File: config.mk
export PLATFORM = sky130hd
export DESIGN_NAME = p1305_cfg
export DESIGN_NICKNAME = d
export VERILOG_FILES = /design/src/hdl/p1305_pkg.sv /design/src/hdl/p1305_cfg.sv
export SDC_FILE = /design/constraint.sdc
export NUM_CORES = 1
export LEC_CHECK = 0
export BUFFER_PORTS_ARGS = -buffer_cell sky130_fd_sc_hd__buf_2
export CAP_MARGIN = 20
export CORE_ASPECT_RATIO = 0.7
export CORE_MARGIN = 2
export CORE_UTILIZATION = 45
export CTS_CLUSTER_DIAMETER = 100
export CTS_CLUSTER_SIZE = 30
export DETAILED_ROUTE_END_ITERATION = 16
export PLACE_DENSITY = 0.73
export SLEW_MARGIN = 20
export SYNTH_ARGS = -nofsm -noshare
export SYNTH_HDL_FRONTEND = slang
export SYNTH_SLANG_ARGS = --single-unit
File: constraint.sdc
create_clock -name clk -period 2.3 [get_ports clk]
set_input_delay 0.23 -clock clk [delete_from_list [all_inputs] [get_ports clk]]
set_output_delay 0.23 -clock clk [all_outputs]
set_load 0.005 [all_outputs]
File: src/hdl/p1305_pkg.sv
// ----------------------------------------------------------------------------
// p1305_pkg - shared types and constants of the poly1305 mac
// limb sizes, clamp masks, register indexes and the command and status
// groups passed between controller and datapath
// ----------------------------------------------------------------------------
package p1305_pkg;

	// radix 2^26 limb arithmetic
	localparam int NUM_LIMBS = 5;
	localparam int LIMB_W    = 26;
	localparam int ACC_W     = 27;
	localparam int H_W       = 28;
	localparam int COEF_W    = 29;
	localparam int PROD_W    = H_W + COEF_W;
	localparam int SUM_W     = 62;
	localparam int CARRY_W   = SUM_W - LIMB_W;
	localparam int FOLD_W    = CARRY_W + 4;
	localparam int VAL_W     = NUM_LIMBS * LIMB_W;

	// item and register widths
	localparam int WORD_W     = 64;
	localparam int BLOCK_W    = 2 * WORD_W;
	localparam int BLOCK_BYTES = BLOCK_W / 8;
	localparam int CNT_W      = 5;
	localparam int S_TDATA_W  = ((BLOCK_W + CNT_W + 7) / 8) * 8;
	localparam int M_TDATA_W  = BLOCK_W;
	localparam int CFG_IDX_W  = 4;

	// multiply sequencer steps
	localparam int STEP_W = 3;
	localparam logic [STEP_W-1:0] STEP_FIRST = STEP_W'(0);
	localparam logic [STEP_W-1:0] STEP_DONE  = STEP_W'(NUM_LIMBS);

	localparam logic [H_W-1:0] LIMB_MASK = H_W'((64'd1 << LIMB_W) - 64'd1);
	localparam logic [H_W-1:0] PAD_FIVE  = H_W'(5);

	// r clamp, per the rfc
	localparam logic [WORD_W-1:0] CLAMP_LOW  = 64'h0fff_fffc_0fff_ffff;
	localparam logic [WORD_W-1:0] CLAMP_HIGH = 64'h0fff_fffc_0fff_fffc;

	// configuration register indexes
	localparam logic [CFG_IDX_W-1:0] CFG_R_LOW  = CFG_IDX_W'(0);
	localparam logic [CFG_IDX_W-1:0] CFG_R_HIGH = CFG_IDX_W'(1);
	localparam logic [CFG_IDX_W-1:0] CFG_S_LOW  = CFG_IDX_W'(2);
	localparam logic [CFG_IDX_W-1:0] CFG_S_HIGH = CFG_IDX_W'(3);

	typedef struct packed {
		logic [BLOCK_W-1:0] r;
		logic [BLOCK_W-1:0] s;
	} key_t;

	typedef struct packed {
		logic              load;
		logic              mul;
		logic              sum;
		logic [STEP_W-1:0] mul_idx;
		logic [STEP_W-1:0] sum_idx;
		logic              fold;
		logic              fin1;
		logic              fin2;
		logic              fin3;
		logic              emit;
	} cmd_t;

	typedef struct packed {
		logic absorb_req;
		logic finish_req;
		logic out_busy;
	} status_t;

endpackage

File: src/hdl/p1305_cfg.sv
// ----------------------------------------------------------------------------
// p1305_cfg - key registers
// holds r and s as written, hands out r already clamped
// ----------------------------------------------------------------------------
module p1305_cfg (
	input  logic                            clk,
	input  logic                            arst_n,
	input  logic                            cfg_valid,
	output logic                            cfg_ready,
	input  logic [p1305_pkg::CFG_IDX_W-1:0] cfg_index,
	input  logic [p1305_pkg::WORD_W-1:0]    cfg_data,
	output p1305_pkg::key_t                 key
);
	import p1305_pkg::*;

	logic [WORD_W-1:0] r_low_q;
	logic [WORD_W-1:0] r_high_q;
	logic [WORD_W-1:0] s_low_q;
	logic [WORD_W-1:0] s_high_q;

	assign cfg_ready = 1'b1;

	always_ff @(posedge clk or negedge arst_n) begin
		if (!arst_n) begin
			r_low_q  <= '0;
			r_high_q <= '0;
			s_low_q  <= '0;
			s_high_q <= '0;
		end else if (cfg_valid && cfg_ready) begin
			unique case (cfg_index)
				CFG_R_LOW:  r_low_q  <= cfg_data;
				CFG_R_HIGH: r_high_q <= cfg_data;
				CFG_S_LOW:  s_low_q  <= cfg_data;
				CFG_S_HIGH: s_high_q <= cfg_data;
				default: ;
			endcase
		end
	end

	assign key.r = {r_high_q & CLAMP_HIGH, r_low_q & CLAMP_LOW};
	assign key.s = {s_high_q, s_low_q};

endmodule

==> results of run 1 <==
==> repair_timing <==
item | CTS | global route
hold buffers | 7 | 1
endpoints found under the hold margin | 80 | 1
setup endpoints to repair | 0 | 0
==> state kept, by name (all words and copies together), names as in the netlist <==
name,flops
s_high_q,64
s_low_q,64
r_low_q,54
r_high_q,52
==> report_power, final <==
part | leakage [nW] | internal (mW) | switching [mW]
clock network | 0.140 | 0.876 | 1.21
registers | 2.87 | 5.06 | 0.526
logic | 3.04 | 1.69 | 1.00
==> cells by family (layout without fill, tap and decap cells) <==
kind of cell | Yosys count | after routing
other | 2 | 23
multiplexers | 234 | 234
buffers and inverters | 48 | 337
AND/OR/NAND/NOR | 5 | 5
flip-flops | 234 | 234
==> final cells by class <==
cell class | instances | area (sq um) | share of cell area, %
well taps | 276 | 345.3 | 2.975
flip-flops and latches | 234 | 5856 | 50.45
clock buffers | 11 | 275.3 | 2.371
multi-input cells | 262 | 3288 | 28.33
repair buffers | 325 | 1834 | 15.80
clock inverters | 1 | 8.758 | 0.07546
==> worst min path at each step <==
stage              endpoint  slack (ns)  cells after the start
6_report       s_high_q[60]        0.02                      2
5_1_grt         r_low_q[14]       0.009                      2
4_1_cts         s_low_q[60]      0.0009                      2
3_5_place_dp    s_low_q[29]        0.26                      1
3_3_place_gp    s_low_q[29]        0.26                      1
2_1_floorplan  r_high_q[10]       -0.07                      0
==> layout by cell type (no fill, tap or decap) <==
cell | synthesis | routed
nand4_4 | 1 | 1
conb_1 | 2 | 23
buf_4 | 24 | 3
mux2_2 | 96 | 96
clkbuf_16 | 0 | 11
and4b_4 | 0 | 1
dfrtp_1 | 234 | 234
and4bb_4 | 1 | 1
clkinv_4 | 0 | 1
mux2_1 | 6 | 6
nand4b_1 | 1 | 1
mux2_4 | 132 | 132
dlygate4sd3_1 | 0 | 8
nor2_4 | 1 | 1
buf_2 | 0 | 303
buf_8 | 0 | 1
buf_12 | 6 | 10
==> routing by layer <==
metal  global-route usage (%)  vias up  routed length, um  share of wire (%)
met3                    5.797       19               1809                8.6
met5                        0        -                  0                  0
li1                         -     2391                  -                  -
met1                    25.53     2776               9576                 45
met4                    3.061        0                317                1.5
met2                    29.64      200               9385                 45
==> impl_metrics.ini, run 1 <==
[clock_tree]
clkLatencyLatePin_ns = 0.46
root_buffer = clkbuf_16
clk_pin_slew_ns = 0.11
cts_made_buffers = 11
cts_sinks = 234
cts_resized = 0
clk_path_buf_depth = 3
htreeDepth = 1
cts_tree = yes
cts_setup_buffers = 0

[worst_setup_path]
r2r_cells = 1
crit_required_ns = 2.07
worstReg2RegEnd = s_high_q[13]
cpMaxStageDelayCell = dfrtp_1
cp.arrival_ns = 1.03
crit_family = flip-flops
slowest_delay_ns = 0.42
cp_num_buf_inv = 1
crit_path_end = key[196]
crit_path_start_kind = flip-flop
regToRegSetupSlack_ns = 1.46
end_kind = output pin
path_class = reg -> out
worst-path-stages = 1
cp_max_fo = 2
crit_start = r_high_q[4]
worstPathCellList = buf_2
r2r-start = s_high_q[13]

[yosys]
synthAdderAreaFrac_pct = 0
synth_area_sq_um = 9564
yosys_register_bits = 234
synthTopCellsByCount = dfrtp_1 (234), mux2_4 (132), mux2_2 (96), buf_4 (24), buf_6 (18)
netlist.area_leader.share_pct = 61.22
synth-compound-area-share_pct = 0
synth_area_leaders = dfrtp_1 (61%), mux2_4 (21%), mux2_2 (11%), buf_6 (2.1%), buf_4 (1.9%)
yosys.cell_types.count = 13
synth_edf_count = 0
yosys_warnings = 0
yosys.area.top_type = dfrtp_1
async_reset_ff_share_pct = 100.0
postSynthCellCount = 523
synth_ff_type = dfrtp_1
synth-xor-area-share_pct = 0
synth.most_common_cell = dfrtp_1
synthSimpleGateAreaFrac_pct = 0.7064
synth_top_family_by_area = multiplexers
yosys-mux-area-fraction_pct = 32.73
syn_avg_cell_area_sq_um = 18.29
yosysSeqAreaShare_pct = 61.22

[sta]
slew_violations = 0
clock_skew_ns = 0
setup_slack_ns = 1.040
fin_tns_setup_ns = 0
fin_crit_sh_pct = 54.80
finalSetupViolations = 0
max_clock_freq_mhz = 793.5
timing.final.hold_violations = 0
whs_ns = 0.02007
worstMarginPinSlew_ns = 0.5972
grt_setup_unrepaired = false
fin_crit_ns = 1.260
relSlewSlack_pct = 60.19

[die]
rows = 44
die-area_sq_um = 22460
chipHeight_um = 126.0
initial_core_util_pct = 45.96
core_area_sq_um = 20810
io-pin-count = 328
die_x_um = 178.3

[final_layout]
drive_gt1_share_pct = 67.35
fin_nets = 905
fin_area_sq_um = 11610
finalNonFillerCells = 1109
antenna_cells = 0
area_delta_synth_final_pct = 21.36
postLayoutCoreUtil_pct = 55.78
fill_cells = 1699

[drt]
wl_per_cell_um = 19.02
drt_iter0_drc = 195
ant_nets = 0
drc_errors = 0
drt-pass1-iter-count = 4
wl_um = 21090
via_per_inst = 4.857
via_count = 5386

[placed_design]
pre_cts_slack_ns = 0.5416
place.detailed.hpwl_um = 14890
dp_cells = 1089
place.gp.congestion = 0.7550
portBuffers = 304
post_dp_cell_area_sq_um = 11240

[grt]
grt_overflow_total = 0
antenna_found_initial = 0
first_global_vias = 5693
grt_pass1_wl_um = 32840
track_usage_pct = 18.57
grt_max_degree = 75

[min_path]
min_path_type = in -> reg
worstHoldStart = cfg_data[60]

[pwr]
powerDensity_nw_per_um2 = 893.0
ir_drop_mv = 0.5283
leakage_nw = 6.049
finalPower_mw = 10.37

[outcome]
status = completed

[job]
cap_viol_max_count = 0
Power figures use the tool's default switching activity.
==> run 2, diff against run 1 <==
--- a/config.mk
+++ b/config.mk
@@ -5,6 +5,7 @@
 export SDC_FILE = /design/constraint.sdc
 export NUM_CORES = 1
 export LEC_CHECK = 0
+export ABC_AREA = 1
 export BUFFER_PORTS_ARGS = -buffer_cell sky130_fd_sc_hd__buf_2
 export CAP_MARGIN = 20
 export CORE_ASPECT_RATIO = 0.7
@@ -13,7 +14,7 @@
 export CTS_CLUSTER_DIAMETER = 100
 export CTS_CLUSTER_SIZE = 30
 export DETAILED_ROUTE_END_ITERATION = 16
-export PLACE_DENSITY = 0.73
+export PLACE_DENSITY = 0.75
 export SLEW_MARGIN = 20
 export SYNTH_ARGS = -nofsm -noshare
 export SYNTH_HDL_FRONTEND = slang
==> constraint.sdc (replaced) <==
create_clock -name clk -period 1.1 [get_ports clk]
set_input_delay 0.11 -clock clk [delete_from_list [all_inputs] [get_ports clk]]
set_output_delay 0.11 -clock clk [all_outputs]
set_load 0.005 [all_outputs]
==> run 2 against run 1 <==
Net effect: the flow now finishes with violations (setup timing); first-iteration DRC count grew to 5.6 times the previous value; register-to-register slack lost 1.3 ns; worst hold slack gained 0.11 ns; clock power grew 110%; power grew 120%; largest cell class unchanged.
==> impl_metrics.ini, run 2 <==
[outcome]
status = complete, but fails checks
violations = setup timing

[placed_design]
place.detailed.hpwl_um = 20430
place.gp.congestion = 0.8460
portBuffers = 304

[sta]
max_clock_freq_mhz = 842.5
finalSetupViolations = 197
setup_slack_ns = -0.08689
fin_crit_sh_pct = 107.9
whs_ns = 0.1326
fin_tns_setup_ns = -4.245
slew_violations = 0
timing.final.hold_violations = 0
clock_skew_ns = 0
fin_crit_ns = 1.187
grt_setup_unrepaired = true

[drt]
via_per_inst = 5.524
drt_iter0_drc = 1097
drt-pass1-iter-count = 7
ant_nets = 0
drc_errors = 0
wl_um = 34590
via_count = 10281
wl_per_cell_um = 18.59

[worst_setup_path]
r2r_cells = 4
regToRegSetupSlack_ns = 0.12
cp_num_buf_inv = 1
slowest_delay_ns = 0.44
crit_start = s_high_q[63]
crit_family = flip-flops
cp_max_fo = 2
crit_required_ns = 0.99
worstPathCellList = buf_2
cpMaxStageDelayCell = dfrtp_1
end_kind = output pin
worstReg2RegEnd = r_low_q[1]
path_class = reg -> out
cp.arrival_ns = 1.08
crit_path_start_kind = flip-flop
r2r-start = r_low_q[1]

[min_path]
min_path_type = in -> reg
whs_path_depth = 5
worstHoldStart = cfg_index[1]
min_delay_worst_endpoint = r_high_q[7]

[clock_tree]
cts_made_buffers = 11
clk_path_buf_depth = 3
root_buffer = clkbuf_16
htreeDepth = 1
cts_tree = yes
clk_pin_slew_ns = 0.11
clkLatencyLatePin_ns = 0.47
cts_sinks = 234

[grt]
antenna_found_initial = 0
grt_overflow_total = 0
track_usage_pct = 27.81
first_global_vias = 9400
grt_pass1_wl_um = 51910
grt_max_degree = 72

[final_layout]
postLayoutCoreUtil_pct = 66.13
final_common_cell = nand2_1
fin_nets = 1651
multiInputGateArea_sq_um = 3373
drive_gt1_share_pct = 35.02
fill_cells = 1654
area_delta_synth_final_pct = 45.00
register_area_sq_um = 5856
antenna_cells = 0
largestRegisters = s_high_q: 64 flops, s_low_q: 64 flops, r_low_q: 54 flops
layout_common_cells = nand2_1 (469), buf_2 (294), nand4_1 (234), dfrtp_1 (234), buf_4 (199)

[yosys]
yosys_warnings = 0
synth_area_leaders = dfrtp_1 (60%), nand2_1 (18%), nand4_1 (15%), buf_2 (2.6%), buf_4 (2.3%)
synth_edf_count = 0
synth.most_common_cell = nand2_1
yosys.cell_types.count = 12
yosysSeqAreaShare_pct = 59.69
synthTopCellsByCount = nand2_1 (469), dfrtp_1 (234), nand4_1 (234), buf_2 (50), clkbuf_1 (33)
syn_avg_cell_area_sq_um = 9.168
synth_area_sq_um = 9809
yosys.area.top_type = dfrtp_1
synth_ff_type = dfrtp_1
yosys_register_bits = 234
async_reset_ff_share_pct = 100.0
postSynthCellCount = 1070
netlist.area_leader.share_pct = 59.69

[die]
rows = 45
chipHeight_um = 127.5
core_area_sq_um = 21510
die-area_sq_um = 23020
die_x_um = 180.5
io-pin-count = 328
initial_core_util_pct = 45.61

[job]
cap_viol_max_count = 0

[pwr]
finalPower_mw = 23.12
powerDensity_nw_per_um2 = 1625
leakage_nw = 8.082
ir_drop_mv = 0.9143
[run 2: cell families after synthesis]
family	after synthesis	synth area share (%)
simple gates	709	33.51
flops	234	59.69
buf+inv	125	6.722
other cells	2	0.07656
[run 2: how the worst max path moves through the flow]
stage,end,slack [ns],cells after the start
final,key[127],-0.09,1
after global routing,key[127],-0.11,1
after CTS,key[96],-0.06,1
after detailed placement,s_low_q[57],-0.04,7
after global placement,s_low_q[22],-0.03,7
after floorplan,r_low_q[17],0.18,6
[run 2: power by group]
| part | switching (mW) | internal [mW] |
|---|---|---|
| registers | 1.06 | 10.3 |
| logic | 3.40 | 3.82 |
| clock network | 2.66 | 1.84 |
| total | 7.12 | 16.0 |
[run 2: what timing repair did]
item / CTS / global route
setup buffers: 75 / 87
gates resized for setup: 4 / 6
cloned: 0 / 0
pin swaps: 0 / 0
setup endpoints to repair: 234 / 234
hold buffers: 65 / 0
hold endpoints to repair: 468 / 0
[run 2: area by class of cell]
type / instances / share of cell area, %
well taps: 282 / 2.481
clock buffers: 11 / 1.935
clock inverters: 1 / 0.06158
repair buffers: 598 / 30.52
flip-flops and latches: 234 / 41.17
inverters: 3 / 0.1144
multi-input cells: 732 / 23.72
[run 2: layer usage]
| layer | vias up | GRT usage [%] | wire [um] |
|---|---|---|---|
| met5 | - | 0 | 0 |
| met4 | 0 | 7.685 | 1133 |
| met3 | 89 | 6.414 | 3746 |
| met2 | 687 | 44.61 | 16520 |
| met1 | 4910 | 38.34 | 13190 |
| li1 | 4595 | - | - |
[run 2: metrics by stage]
step / setup slack (ns) / area [sq um] / cells
finish: -0.08689 / 14220 / 1861
global route: -0.1067 / 14220 / 1861
CTS: -0.06204 / 13530 / 1774
detailed placement: -0.03788 / 12020 / 1622
global placement: -0.03384 / 12020 / 1622
floorplan: 0.1788 / 9888 / 1091
==> run 3, diff against run 2 <==
--- a/config.mk
+++ b/config.mk
@@ -10,11 +10,12 @@
 export CAP_MARGIN = 20
 export CORE_ASPECT_RATIO = 0.7
 export CORE_MARGIN = 2
-export CORE_UTILIZATION = 45
+export CORE_UTILIZATION = 46
 export CTS_CLUSTER_DIAMETER = 100
 export CTS_CLUSTER_SIZE = 30
 export DETAILED_ROUTE_END_ITERATION = 16
-export PLACE_DENSITY = 0.75
+export PLACE_DENSITY = 0.77
+export SKIP_CTS_REPAIR_TIMING = 1
 export SLEW_MARGIN = 20
 export SYNTH_ARGS = -nofsm -noshare
 export SYNTH_HDL_FRONTEND = slang
==> constraint.sdc (replaced) <==
create_clock -name clk -period 1.1 [get_ports clk]
set_input_delay 0.22 -clock clk [delete_from_list [all_inputs] [get_ports clk]]
set_output_delay 0.22 -clock clk [all_outputs]
set_load 0.005 [all_outputs]
==> run 3 against run 2 <==
Net effect: the run still ends with setup timing left; first-iteration DRC count decreased by 26%; wire length decreased by 8.5%; via count down 7.1%; worst hold slack got worse by 0.13 ns; cell count shrank 7.1%; count of clock-buffer cells in the layout unchanged; highest routed layer is now met5.
==> impl_metrics.ini, run 3 (synthesized netlist as in run 2, its figures left out) <==
[die]
core_area_sq_um = 20810
die-area_sq_um = 22530
die_x_um = 178.5
chipHeight_um = 126.2
rows = 44
io-pin-count = 328
initial_core_util_pct = 47.14

[worst_setup_path]
path_class = reg -> out
cp.arrival_ns = 1.04
crit_path_start_kind = flip-flop
end_kind = output pin
worstPathCellList = buf_2
crit_family = flip-flops
slowest_delay_ns = 0.42
crit_required_ns = 0.88
regToRegSetupSlack_ns = 0.29
cp_max_fo = 2
cp_num_buf_inv = 1
cpMaxStageDelayCell = dfrtp_1

[placed_design]
post_dp_cell_area_sq_um = 12110
place.gp.congestion = 0.8574
place.detailed.hpwl_um = 21070
pre_cts_slack_ns = -0.1529
portBuffers = 304

[clock_tree]
clkLatencyLatePin_ns = 0.47
cts_sinks = 234
cts_tree = yes
root_buffer = clkbuf_16
htreeDepth = 1
clk_pin_slew_ns = 0.11
clk_path_buf_depth = 3
cts_made_buffers = 11

[final_layout]
fin_area_sq_um = 13140
largestRegisters = s_high_q: 64 flops, s_low_q: 64 flops, r_low_q: 54 flops
final_common_cell = nand2_1
antenna_cells = 0
fill_cells = 1726
fin_nets = 1525
drive_gt1_share_pct = 33.72
layout_common_cells = nand2_1 (469), buf_2 (299), nand4_1 (234), dfrtp_1 (234), buf_4 (131)
area_delta_synth_final_pct = 33.99

[outcome]
status = complete, but fails checks
violations = setup timing

[pwr]
ir_drop_mv = 1.022
leakage_nw = 7.518
finalPower_mw = 21.94
powerDensity_nw_per_um2 = 1669

[sta]
clock_skew_ns = 0
fin_crit_sh_pct = 114.2
whs_ns = 0.005405
grt_setup_unrepaired = true
setup_slack_ns = -0.1560
slew_violations = 0
max_clock_freq_mhz = 796.2
fin_crit_ns = 1.256
fin_tns_setup_ns = -27.67
timing.final.hold_violations = 0
finalSetupViolations = 234

[drt]
ant_nets = 0
drt_iter0_drc = 809
drt-pass1-iter-count = 5
via_count = 9556
wl_per_cell_um = 18.31
via_per_inst = 5.527
wl_um = 31660
drc_errors = 0

[grt]
grt_overflow_total = 0
antenna_found_initial = 1
grt_max_degree = 64
grt_pass1_wl_um = 47210
first_global_vias = 8669
track_usage_pct = 26.36

[min_path]
min_path_type = in -> reg

[job]
cap_viol_max_count = 0
==> run 3: cell count changes in the layout (fill, tap and decap cells not counted) <==
cell           before  now
buf_2             294  299
buf_4             199  131
buf_6               8    3
buf_12             31   36
dlygate4sd3_1      65    2
==> run 3: stage by stage <==
stage	cells	utilization, %
detailed placement	1620	58.18
global placement	1620	58.18
floorplan	1091	-
finish	1729	63.16
global route	1729	63.16
CTS	1632	59.55
==> run 3: layer usage <==
| layer | routed length, um | track usage [%] | up-vias |
|---|---|---|---|
| li1 | - | - | 4339 |
| met1 | 13080 | 37.87 | 4634 |
| met2 | 14600 | 40.70 | 526 |
| met3 | 3271 | 6.039 | 55 |
| met4 | 690 | 6.504 | 2 |
| met5 | 13 | 0 | - |
==> run 3: final timing paths <==
kind | start | endpoint | cells after the start
min in group asynchronous | arst_n | s_low_q[3] | 2
hold reg to reg | r_high_q[56] | r_high_q[56] | 2
max in group asynchronous | arst_n | r_high_q[44] | 3
hold / removal | cfg_data[33] | s_low_q[33] | 3
setup reg to reg | r_low_q[2] | r_low_q[2] | 3
setup / recovery | r_low_q[54] | key[182] | 1
==> run 3: where the power goes <==
part	switching [mW]	total, mW	internal (mW)	leakage, nW
Sequential	1.01	11.3	10.3	2.97
Combinational	3.06	6.14	3.08	4.41
Clock	2.62	4.45	1.84	0.140
Total	6.68	21.9	15.3	7.52
==> run 3: final cells by class <==
class	count	area, sq um	share of cell area [%]
multi-input combinational	732	3373	25.66
inverter	3	16.27	0.1238
timing repair buffer	472	3269	24.87
clock buffer	11	275.3	2.094
clock inverter	1	8.758	0.06663
tap	276	345.3	2.627
sequential	234	5856	44.55
