**config.mk**
```make
export PLATFORM = sky130hd
export DESIGN_NAME = p1305_ctrl
export DESIGN_NICKNAME = d
export VERILOG_FILES = /design/src/hdl/p1305_pkg.sv /design/src/hdl/p1305_ctrl.sv
export SDC_FILE = /design/constraint.sdc
export NUM_CORES = 1
export LEC_CHECK = 0
export ABC_AREA = 1
export BUFFER_PORTS_ARGS = -buffer_cell sky130_fd_sc_hd__buf_2
export CAP_MARGIN = 20
export CORE_MARGIN = 5
export CORE_UTILIZATION = 49
export DETAILED_ROUTE_END_ITERATION = 7
export PLACE_DENSITY = 0.87
export SYNTH_ARGS = -nofsm -noshare
export SYNTH_HDL_FRONTEND = slang
export SYNTH_SLANG_ARGS = --single-unit
export TNS_END_PERCENT = 10
```
**constraint.sdc**
```tcl
create_clock -name clk -period 1.6 [get_ports clk]
set_input_delay 0 -clock clk [delete_from_list [all_inputs] [get_ports clk]]
set_output_delay 0 -clock clk [all_outputs]
set_load 0.01 [all_outputs]
```
**src/hdl/p1305_pkg.sv**
```systemverilog
// ----------------------------------------------------------------------------
// p1305_pkg - shared types and constants of the poly1305 mac
// limb sizes, clamp masks, register indexes and the command and status
// groups passed between controller and datapath
// ----------------------------------------------------------------------------
package p1305_pkg;

	// radix 2^26 limb arithmetic
	localparam int NUM_LIMBS = 5;
	localparam int LIMB_W    = 26;
	localparam int ACC_W     = 27;
	localparam int H_W       = 28;
	localparam int COEF_W    = 29;
	localparam int PROD_W    = H_W + COEF_W;
	localparam int SUM_W     = 62;
	localparam int CARRY_W   = SUM_W - LIMB_W;
	localparam int FOLD_W    = CARRY_W + 4;
	localparam int VAL_W     = NUM_LIMBS * LIMB_W;

	// item and register widths
	localparam int WORD_W     = 64;
	localparam int BLOCK_W    = 2 * WORD_W;
	localparam int BLOCK_BYTES = BLOCK_W / 8;
	localparam int CNT_W      = 5;
	localparam int S_TDATA_W  = ((BLOCK_W + CNT_W + 7) / 8) * 8;
	localparam int M_TDATA_W  = BLOCK_W;
	localparam int CFG_IDX_W  = 4;

	// multiply sequencer steps
	localparam int STEP_W = 3;
	localparam logic [STEP_W-1:0] STEP_FIRST = STEP_W'(0);
	localparam logic [STEP_W-1:0] STEP_DONE  = STEP_W'(NUM_LIMBS);

	localparam logic [H_W-1:0] LIMB_MASK = H_W'((64'd1 << LIMB_W) - 64'd1);
	localparam logic [H_W-1:0] PAD_FIVE  = H_W'(5);

	// r clamp, per the rfc
	localparam logic [WORD_W-1:0] CLAMP_LOW  = 64'h0fff_fffc_0fff_ffff;
	localparam logic [WORD_W-1:0] CLAMP_HIGH = 64'h0fff_fffc_0fff_fffc;

	// configuration register indexes
	localparam logic [CFG_IDX_W-1:0] CFG_R_LOW  = CFG_IDX_W'(0);
	localparam logic [CFG_IDX_W-1:0] CFG_R_HIGH = CFG_IDX_W'(1);
	localparam logic [CFG_IDX_W-1:0] CFG_S_LOW  = CFG_IDX_W'(2);
	localparam logic [CFG_IDX_W-1:0] CFG_S_HIGH = CFG_IDX_W'(3);

	typedef struct packed {
		logic [BLOCK_W-1:0] r;
		logic [BLOCK_W-1:0] s;
	} key_t;

	typedef struct packed {
		logic              load;
		logic              mul;
		logic              sum;
		logic [STEP_W-1:0] mul_idx;
		logic [STEP_W-1:0] sum_idx;
		logic              fold;
		logic              fin1;
		logic              fin2;
		logic              fin3;
		logic              emit;
	} cmd_t;

	typedef struct packed {
		logic absorb_req;
		logic finish_req;
		logic out_busy;
	} status_t;

endpackage

```
**src/hdl/p1305_ctrl.sv**
```systemverilog
// ----------------------------------------------------------------------------
// p1305_ctrl - sequencer of the poly1305 mac
// steps the datapath through absorb, fold and final reduction
// ----------------------------------------------------------------------------
module p1305_ctrl (
	input  logic                clk,
	input  logic                arst_n,
	input  logic                s_axis_tvalid,
	output logic                s_axis_tready,
	input  p1305_pkg::status_t  status,
	output p1305_pkg::cmd_t     cmd
);
	import p1305_pkg::*;

	typedef enum logic [6:0] {
		ST_IDLE = 7'b0000001,
		ST_MUL  = 7'b0000010,
		ST_FOLD = 7'b0000100,
		ST_FIN1 = 7'b0001000,
		ST_FIN2 = 7'b0010000,
		ST_FIN3 = 7'b0100000,
		ST_FIN4 = 7'b1000000
	} state_t;

	state_t            state_q;
	state_t            state_d;
	logic [STEP_W-1:0] cnt_q;
	logic [STEP_W-1:0] cnt_d;
	logic              fin_pend_q;
	logic              fin_pend_d;
	logic              accept;

	assign s_axis_tready = (state_q == ST_IDLE);
	assign accept        = s_axis_tvalid && s_axis_tready;

	always_comb begin
		state_d    = state_q;
		cnt_d      = cnt_q;
		fin_pend_d = fin_pend_q;
		cmd        = '0;
		unique case (state_q)
			ST_IDLE: begin
				if (accept) begin
					fin_pend_d = status.finish_req;
					if (status.absorb_req) begin
						cmd.load = 1'b1;
						cnt_d    = STEP_FIRST;
						state_d  = ST_MUL;
					end else begin
						state_d = ST_FIN1;
					end
				end
			end
			ST_MUL: begin
				// products for limb k are registered, then summed into limb k on the next step
				cmd.mul     = (cnt_q != STEP_DONE);
				cmd.sum     = (cnt_q != STEP_FIRST);
				cmd.mul_idx = cnt_q;
				cmd.sum_idx = cnt_q - STEP_W'(1);
				if (cnt_q == STEP_DONE) begin
					state_d = ST_FOLD;
				end else begin
					cnt_d = cnt_q + STEP_W'(1);
				end
			end
			ST_FOLD: begin
				cmd.fold = 1'b1;
				state_d  = fin_pend_q ? ST_FIN1 : ST_IDLE;
			end
			ST_FIN1: begin
				cmd.fin1 = 1'b1;
				state_d  = ST_FIN2;
			end
			ST_FIN2: begin
				cmd.fin2 = 1'b1;
				state_d  = ST_FIN3;
			end
			ST_FIN3: begin
				cmd.fin3 = 1'b1;
				state_d  = ST_FIN4;
			end
			ST_FIN4: begin
				if (!status.out_busy) begin
					cmd.emit = 1'b1;
					state_d  = ST_IDLE;
				end
			end
			default: state_d = ST_IDLE;
		endcase
	end

	always_ff @(posedge clk or negedge arst_n) begin
		if (!arst_n) begin
			state_q    <= ST_IDLE;
			cnt_q      <= STEP_FIRST;
			fin_pend_q <= 1'b0;
		end else begin
			state_q    <= state_d;
			cnt_q      <= cnt_d;
			fin_pend_q <= fin_pend_d;
		end
	end

	a_load_starts_mul: assert property (@(posedge clk) disable iff (!arst_n)
		cmd.load |=> (state_q == ST_MUL) && (cnt_q == STEP_FIRST))
		else $error("load did not start the multiply sweep");

	a_mul_cnt_range: assert property (@(posedge clk) disable iff (!arst_n)
		(state_q == ST_MUL) |-> (cnt_q <= STEP_DONE))
		else $error("multiply step counter out of range");

	a_tag_waits: assert property (@(posedge clk) disable iff (!arst_n)
		(state_q == ST_FIN4 && status.out_busy) |=> (state_q == ST_FIN4))
		else $error("tag dropped while output register held");

	a_fold_to_finish: assert property (@(posedge clk) disable iff (!arst_n)
		(state_q == ST_FOLD && fin_pend_q) |=> (state_q == ST_FIN1))
		else $error("message end lost after fold");

endmodule

```
==> results of run 1 <==
## power breakdown
part | switching, mW | internal (mW) | leakage [nW]
sequential | 0.0770 | 0.364 | 0.145
clock | 0.0883 | 0.0965 | 0.0150
combinational | 0.493 | 0.276 | 0.337
## per-stage QoR
step / total power, mW / utilization, % / instance area [um^2]
after floorplan: 0.967 / - / 734
after global placement: 1.12 / 57.6 / 847
after detailed placement: 1.16 / 57.6 / 847
after CTS: 1.35 / 60.0 / 883
after global routing: 1.53 / 61.9 / 911
final: 1.39 / 61.9 / 911
## routing by layer
layer	GRT usage [%]	up-vias
li1	-	347
met1	17.2	317
met2	28.5	18
met3	4.29	2
met4	5.83	0
met5	0	-
## path summary, 6_finish.rpt
path | from | cells past startpoint | slack [ns] | end
min in group asynchronous | arst_n | 2 | 0.13 | cnt_q[2]
worst max register to register | state_q[1] | 9 | 0.20 | state_q[0]
worst min-delay path | status[1] | 3 | 0.008 | fin_pend_q
worst min register to register | fin_pend_q | 2 | 0.56 | state_q[3]
worst max-delay path | state_q[3] | 6 | 0.12 | cmd[11]
max in group asynchronous | arst_n | 2 | 1.21 | state_q[0]
## placed cells by master, fill, tap and decap left out, types with 4 or more instances in the layout
master,instances
ha_1,4
dfrtp_1,10
nand2_1,16
inv_1,13
nor2_1,20
buf_2,20
nor2_4,4
## registers in the layout, indices dropped and copies added (netlist names)
register	cells
cnt_q	3
fin_pend_q	1
state_q	7
## synthesized netlist by cell type (3+ instances only)
cell	n	share of area (%)
a21oi_1	3	2.0
dfrtp_1	10	34
ha_1	4	6.8
inv_1	13	6.6
nand2_1	16	8.2
nand3_1	3	2.0
nand3_2	3	4.1
nor2_1	20	10
nor2_2	4	3.4
nor2_4	3	4.6
o21ai_0	3	2.0
## tightest hold or removal path, cell delays in order
cell	delay, ns
buf_2	0.08
nor2_1	0.04
a21oi_1	0.11
## logic make-up (layout without fill, tap and decap cells)
logic type | count (synthesis) | after routing | share of synthesized area, %
fa+ha+maj | 4 | 4 | 6.81
flops | 11 | 11 | 37.6
buf+inv | 15 | 42 | 8.18
simple gates | 56 | 56 | 39.7
xor+xnor | 2 | 2 | 2.39
compound gates | 7 | 7 | 5.28
## cell type report
cell class                 instances  area, um^2  area share [%]
clock buffer                       4        26.3            2.88
multi-input combinational         69         403            44.2
tap                               16        20.0            2.20
sequential                        11         277            30.4
timing repair buffer              24         133            14.6
inverter                          14        52.6            5.77
## what timing repair did
action                     4_1_cts  5_1_grt
resized for setup                0        1
hold buffers                     1        0
buffers inserted                 0        3
hold endpoints to repair        11        0
setup endpoints to repair        0        8
==> flow_summary.ini, run 1 <==
[drt]
routed-via-count = 684
wl_met3_um = 86
detailedRoute.firstPassIterationCount = 6
viasPerCell = 4.96
avgRoutedWirePerCell_um = 12.2
drtAntennaViolNets = 0
maxUsedRoutingLayer = met4
route.met2.wl_um = 867
drt_iter0_markers = 17
detail_route.drc_violations = 0
wirelength_mm = 1.69
route.layer.met1.wl_um = 717

[worst_setup_path]
worstSetupEndpointType = primary output
crit_slowest_cell = dfrtp_1
worst-endpoint-required_ns = 1.60
path_common_cell = nor2_4
crit_arrival_ns = 1.48
worst_setup_path_start_kind = flip-flop
critical_path.cell_chain = nor2_4 > nand2_1 > nor2_4 > inv_2 > a21oi_1 > buf_2
path_delay_family = simple AND/OR/NAND/NOR gates
worstPathMaxFanout = 9
cp.buffers_inverters = 2
timing_worst_setup_path_type = flip-flop to primary output
cp_slowest_stage_delay_ns = 0.42

[logic_synthesis]
synthDistinctLibCells = 21
synth.yosys.seq_area_share_pct = 37.6
postSynthRegisterBits = 11
synth.net_count = 105
synthArstFlopShare_pct = 100
synth-edff-count = 0
syn-mean-instance-area_um2 = 7.73
synthFlopType = dfrtp_1
synthesis.area_um2 = 734
postSynthCellCount = 95
yosysWarnings = 0

[final_layout]
layout-area-overhead-vs-synth_pct = 24.0
antenna_cells = 0
final-instance-count-excl-fill = 138
drive_gt1_share_pct = 34.4
nNetsFinal = 133
nFillCells = 139

[clock_network]
cts_tree = yes
clkTransAtPathRegs_ns = 0.07
clock_sinks = 11
cts_made_buffers = 3
clkLatencyLatePin_ns = 0.26
cts_root_buffer = clkbuf_4
cts_max_level = 1
cts-root-to-sink-buffers = 2

[timing]
final.min_clock_period_ns = 1.48
worstMarginPinSlew_ns = 0.259
timing_max_transition_violations_final = 0
clock-skew-final_ns = 0.000744
max-slew-margin-rel_pct = 82.6
fin_crit_sh_pct = 92.5
final_critical_path_setup_slack_ns = 0.119
rsz0062_at_grt = no
finalSetupViolCount = 0
hold_viol = 0
clock.fmax_ghz = 0.675
finalHoldWorstSlack_ns = 0.00820
final.setup.tns_ns = 0

[min_path]
worst_hold_path_type = input port to flip-flop

[global_routing]
antenna_found_initial = 0
grt_max_degree = 12
grt_pass1_vias = 707
first_pass_grt_wire_length_mm = 2.97
track_usage_pct = 15.7
globalRoute.totalOverflow = 0

[placement]
dp.cells = 130
gp_congestion = 0.790
port_buffers = 20
detailedPlace.worstSlack_ns = 0.261
hpwlAfterDp_mm = 1.36

[pwr]
vdd.ir_drop.worst_mv = 0.763
total_leakage_power_nw = 0.498
power-per-cell-area_nw_per_um2 = 1530

[floorplan]
dieArea_um2 = 2370
ioPinCount = 21
count_of_standard_cell_rows = 14
fp.dieW_um = 48.7
core_area_um2 = 1470
initial_core_util_pct = 49.9
die_y_um = 48.7

[run_status]
run_status = finished, final reports clean

[flow_run]
max-cap-violations = 0
Note: power is estimated with default switching activity, not from simulation.
==> run 2, diff against run 1 <==
- CTS_BUF_LIST: not set -> sky130_fd_sc_hd__clkbuf_16
- SLEW_MARGIN: not set -> 10
==> run 2 against run 1 <==
Net effect: final area grew 3.3%; non-clock buffer count shrank 3; maximum frequency shrank 1.1%; first-iteration DRC count is the same; global-route usage grew 0.43 points; cell count shrank 2.2%; clock skew grew 0.00071 ns; via count grew 0.15%; flip-flop and latch count is the same; die area is the same; core utilization grew 2.0 points; count of clock-buffer cells in the layout shrank 1; largest cell class unchanged; largest power group unchanged.
==> flow_summary.ini, run 2 (synthesis gave the netlist of run 1 again) <==
[global_routing]
grt_pass1_vias = 717
globalRoute.totalOverflow = 0
track_usage_pct = 16.2
grt_max_degree = 12
first_pass_grt_wire_length_mm = 3.07
antenna_found_initial = 0

[timing]
max-slew-margin-rel_pct = 83.0
finalHoldWorstSlack_ns = 0.0388
fin_crit_sh_pct = 93.6
final.setup.tns_ns = 0
clock.fmax_ghz = 0.668
timing_max_transition_violations_final = 0
finalSetupViolCount = 0
clock-skew-final_ns = 0.00145
rsz0062_at_grt = no
worstMarginPinSlew_ns = 0.253
hold_viol = 0
final.min_clock_period_ns = 1.50

[floorplan]
count_of_standard_cell_rows = 14
die_y_um = 48.7
ioPinCount = 21
initial_core_util_pct = 49.9
core_area_um2 = 1470
fp.dieW_um = 48.7
dieArea_um2 = 2370

[placement]
hpwlAfterDp_mm = 1.36
gp_congestion = 0.790
port_buffers = 20
dp.cells = 130

[clock_network]
clkTransAtPathRegs_ns = 0.04
cts_max_level = 1
cts_tree = yes
cts_setup_buffers = 0
cts_made_buffers = 3
clkLatencyLatePin_ns = 0.24
cts_root_buffer = clkbuf_16
clock_sinks = 11
cts-root-to-sink-buffers = 2

[worst_setup_path]
worst_setup_path_start_kind = flip-flop
critical_path.cell_chain = nor2_2 > nand2_4 > nor2_4 > inv_2 > a21oi_1 > buf_2
timing_worst_setup_path_type = flip-flop to primary output
cp_slowest_stage_delay_ns = 0.40
worst-r2r-cell-count = 6
crit_arrival_ns = 1.50
worstPathMaxFanout = 9
worstSetupEndpointType = primary output
crit_slowest_cell = dfrtp_1
worst-endpoint-required_ns = 1.60

[drt]
drt_iter0_markers = 17
wirelength_mm = 1.69
routed-via-count = 685
detail_route.drc_violations = 0
avgRoutedWirePerCell_um = 12.5
detailedRoute.firstPassIterationCount = 4
viasPerCell = 5.07
drtAntennaViolNets = 0

[pwr]
total_leakage_power_nw = 0.510
total_power_mw = 1.62
power-per-cell-area_nw_per_um2 = 1720
vdd.ir_drop.worst_mv = 0.794

[final_layout]
antenna_cells = 0
layout_common_cells = 20 x nor2_1, 20 x buf_2, 16 x nand2_1, 14 x inv_1, 10 x dfrtp_1
layout-area-overhead-vs-synth_pct = 28.1
reg_top3 = state_q x7, cnt_q x3, fin_pend_q x1
drive_gt1_share_pct = 32.8
nNetsFinal = 130
final-instance-count-excl-fill = 135
largest-register = state_q
nFillCells = 131
largest_reg_flops = 7

[flow_run]
max-cap-violations = 0

[min_path]
worst_hold_path_type = input port to flip-flop
worst_hold_path.num_cells = 3

[run_status]
run_status = finished, final reports clean
-- run 2: critical path, delay by kind of cell, from the launching register on --
family          cells  cell delay, ns
flops               1            0.40
simple gates        3            0.49
compound gates      1            0.12
buf+inv             2            0.26
-- run 2: layout make-up --
class | count | area, um^2 | share of cell area (%)
inverters | 14 | 52.6 | 5.59
clock inverters | 1 | 3.75 | 0.399
repair buffers | 21 | 110 | 11.7
multi-input cells | 69 | 403 | 42.8
clock buffers | 3 | 75.1 | 7.98
well taps | 16 | 20.0 | 2.13
flip-flops and latches | 11 | 277 | 29.4
-- run 2: final timing paths --
| path | startpoint | endpoint | slack [ns] |
|---|---|---|---|
| setup / recovery | state_q[5] | cmd[11] | 0.10 |
| hold / removal | status[1] | fin_pend_q | 0.04 |
| setup reg to reg | state_q[5] | state_q[3] | 0.27 |
| hold reg to reg | fin_pend_q | state_q[3] | 0.55 |
| max in group asynchronous | arst_n | state_q[0] | 1.17 |
| min in group asynchronous | arst_n | state_q[6] | 0.16 |
-- run 2: report_power, final --
part,internal (mW),switching [mW]
clock,0.328,0.125
combinational,0.245,0.475
sequential,0.365,0.0801
total,0.938,0.679
-- run 2: what timing repair did --
item,CTS,global route
setup endpoints to repair,0,1
hold buffers,1,0
hold endpoints to repair,11,0
resized for setup,0,1
-- run 2: metrics by stage --
step	setup slack, ns	instance area [um^2]	util (%)
2_1_floorplan	0.369	734	-
3_3_place_gp	0.305	847	57.6
3_5_place_dp	0.261	847	57.6
4_1_cts	0.0910	936	63.6
5_1_grt	0.0105	941	63.9
6_report	0.102	941	63.9
-- run 2: layer usage --
| layer | wire (um) | vias to the layer above | GRT usage (%) | part of all wire (%) |
|---|---|---|---|---|
| met5 | 0 | - | 0 | 0 |
| met4 | 22 | 0 | 7.17 | 1.3 |
| met3 | 109 | 3 | 3.37 | 6.5 |
| met2 | 860 | 25 | 29.3 | 51 |
| met1 | 693 | 317 | 17.7 | 41 |
| li1 | - | 340 | - | - |
==> run 3, diff against run 2 <==
- CORE_UTILIZATION: 49 -> 53
- GPL_ROUTABILITY_DRIVEN: not set -> 0
- PLACE_DENSITY: 0.87 -> 0.92
- clock period: 1.6 -> 1.85 ns (I/O delays scaled with it)
==> run 3 against run 2 <==
Net effect: critical path depth stayed put; sequential share of layout area up 0.16 points; core utilization up 8.0 points; non-clock buffer count unchanged.
==> flow_summary.ini, run 3 (synthesis gave the netlist of run 1 again) <==
[run_status]
run_status = finished, final reports clean

[timing]
finalHoldWorstSlack_ns = 0.0503
final_critical_path_setup_slack_ns = 0.332
finalSetupViolCount = 0
timing_max_transition_violations_final = 0
worstMarginPinSlew_ns = 0.311
hold_viol = 0
clock.fmax_ghz = 0.659
max-slew-margin-rel_pct = 79.1
final.setup.tns_ns = 0
clock-skew-final_ns = 0.00319
fin_crit_sh_pct = 82.0
final.min_clock_period_ns = 1.52
rsz0062_at_grt = no

[worst_setup_path]
terminus_of_the_critical_flop_to_flop_path = state_q[2]
worst-endpoint-required_ns = 1.85
crit_arrival_ns = 1.52
startpoint = state_q[3]
r2r_setup_slack_ns = 0.43
timing_worst_setup_path_type = flip-flop to primary output
regToRegStartpoint = state_q[3]
crit_slowest_cell = dfrtp_1
cp.buffers_inverters = 2
worstSetupEndpointType = primary output
critical_path.cell_chain = nor2_2 > nand2_1 > nor2_4 > inv_2 > a21oi_1 > buf_2
worstPathMaxFanout = 9
path_delay_family = simple AND/OR/NAND/NOR gates
cp_slowest_stage_delay_ns = 0.39
worst-r2r-cell-count = 6
worst_setup_path_start_kind = flip-flop

[flow_run]
max-cap-violations = 0

[pwr]
power-per-cell-area_nw_per_um2 = 1520
total_leakage_power_nw = 0.507
vdd.ir_drop.worst_mv = 0.851

[global_routing]
first_pass_grt_wire_length_mm = 2.97
antenna_found_initial = 0
globalRoute.totalOverflow = 0
track_usage_pct = 19.5
grt_max_degree = 12
grt_pass1_vias = 699

[floorplan]
die_y_um = 47.2
core_area_um2 = 1300
dieArea_um2 = 2230
fp.dieW_um = 47.2
ioPinCount = 21
initial_core_util_pct = 56.4
count_of_standard_cell_rows = 13

[clock_network]
cts_setup_buffers = 0
cts_made_buffers = 3
cts_tree = yes
clock_sinks = 11
cts_max_level = 1
clkLatencyLatePin_ns = 0.24
cts-root-to-sink-buffers = 2
cts_root_buffer = clkbuf_16
clkTransAtPathRegs_ns = 0.04

[final_layout]
layout.area.seq_um2 = 277
multi_input_area_um2 = 398
antenna_cells = 0
reg_top3 = state_q x7, cnt_q x3, fin_pend_q x1
largest_reg_flops = 7
nFillCells = 107
drive_gt1_share_pct = 33.6
layout_common_cells = 20 x nor2_1, 20 x buf_2, 16 x nand2_1, 13 x inv_1, 10 x dfrtp_1
fin_area_um2 = 936
layout-area-overhead-vs-synth_pct = 27.4
nNetsFinal = 130
largest-register = state_q

[min_path]
hold_start = status[1]
worst_hold_path.num_cells = 3
worst_hold_path_type = input port to flip-flop
hold-path-endpoint = fin_pend_q

[placement]
placed_area_um2 = 846
port_buffers = 20
hpwlAfterDp_mm = 1.28
detailedPlace.worstSlack_ns = 0.526

[drt]
detailedRoute.firstPassIterationCount = 4
detail_route.drc_violations = 0
routed-via-count = 693
drt_iter0_markers = 12
drtAntennaViolNets = 0
wirelength_mm = 1.77
avgRoutedWirePerCell_um = 13.2
viasPerCell = 5.17
-- run 3: repair_timing --
item,in CTS,in global routing
hold buffers,1,0
resized for setup,0,0
endpoints found under the hold margin,11,0
-- run 3: worst max-delay path by stage --
stage,cells after the start,to,slack (ns)
final,6,cmd[11],0.33
after global routing,6,cmd[8],0.24
after CTS,6,cmd[11],0.34
after detailed placement,6,cnt_q[0],0.53
after global placement,7,cnt_q[1],0.58
after floorplan,8,state_q[0],0.62
-- run 3: worst register-to-register path, delay by kind of cell, from the launching register on --
family                 cells  cell delay (ns)
DFF                        1             0.39
and+or+nand+nor            5             0.81
buffers and inverters      1             0.10
-- run 3: metal layers --
layer | routed length (um) | track usage (%) | part of all wire (%)
met5 | 0 | 0 | 0
met4 | 46 | 12.2 | 2.6
met3 | 102 | 4.21 | 5.8
met2 | 926 | 34.0 | 52
met1 | 693 | 21.0 | 39
-- run 3: stage by stage --
stage               power, mW  utilization, %  instances
floorplan               0.837               -         95
global placement        0.966            65.0        129
detailed placement      0.995            65.0        129
CTS                      1.43            71.9        134
global route             1.51            71.9        134
finish                   1.42            71.9        134
-- run 3: power breakdown --
group / leakage, nW / total, mW / switching [mW] / internal [mW]
combinational: 0.321 / 0.645 / 0.436 / 0.208
clock: 0.0409 / 0.392 / 0.106 / 0.286
sequential: 0.145 / 0.381 / 0.0649 / 0.316
-- run 3: cell type report --
type / count / share of cell area [%]
Inverter: 14 / 5.61
Tap cell: 15 / 2.01
Multi-Input combinational cell: 69 / 42.5
Clock buffer: 3 / 8.02
Sequential cell: 11 / 29.5
Timing Repair Buffer: 21 / 11.8
Clock inverter: 1 / 0.535
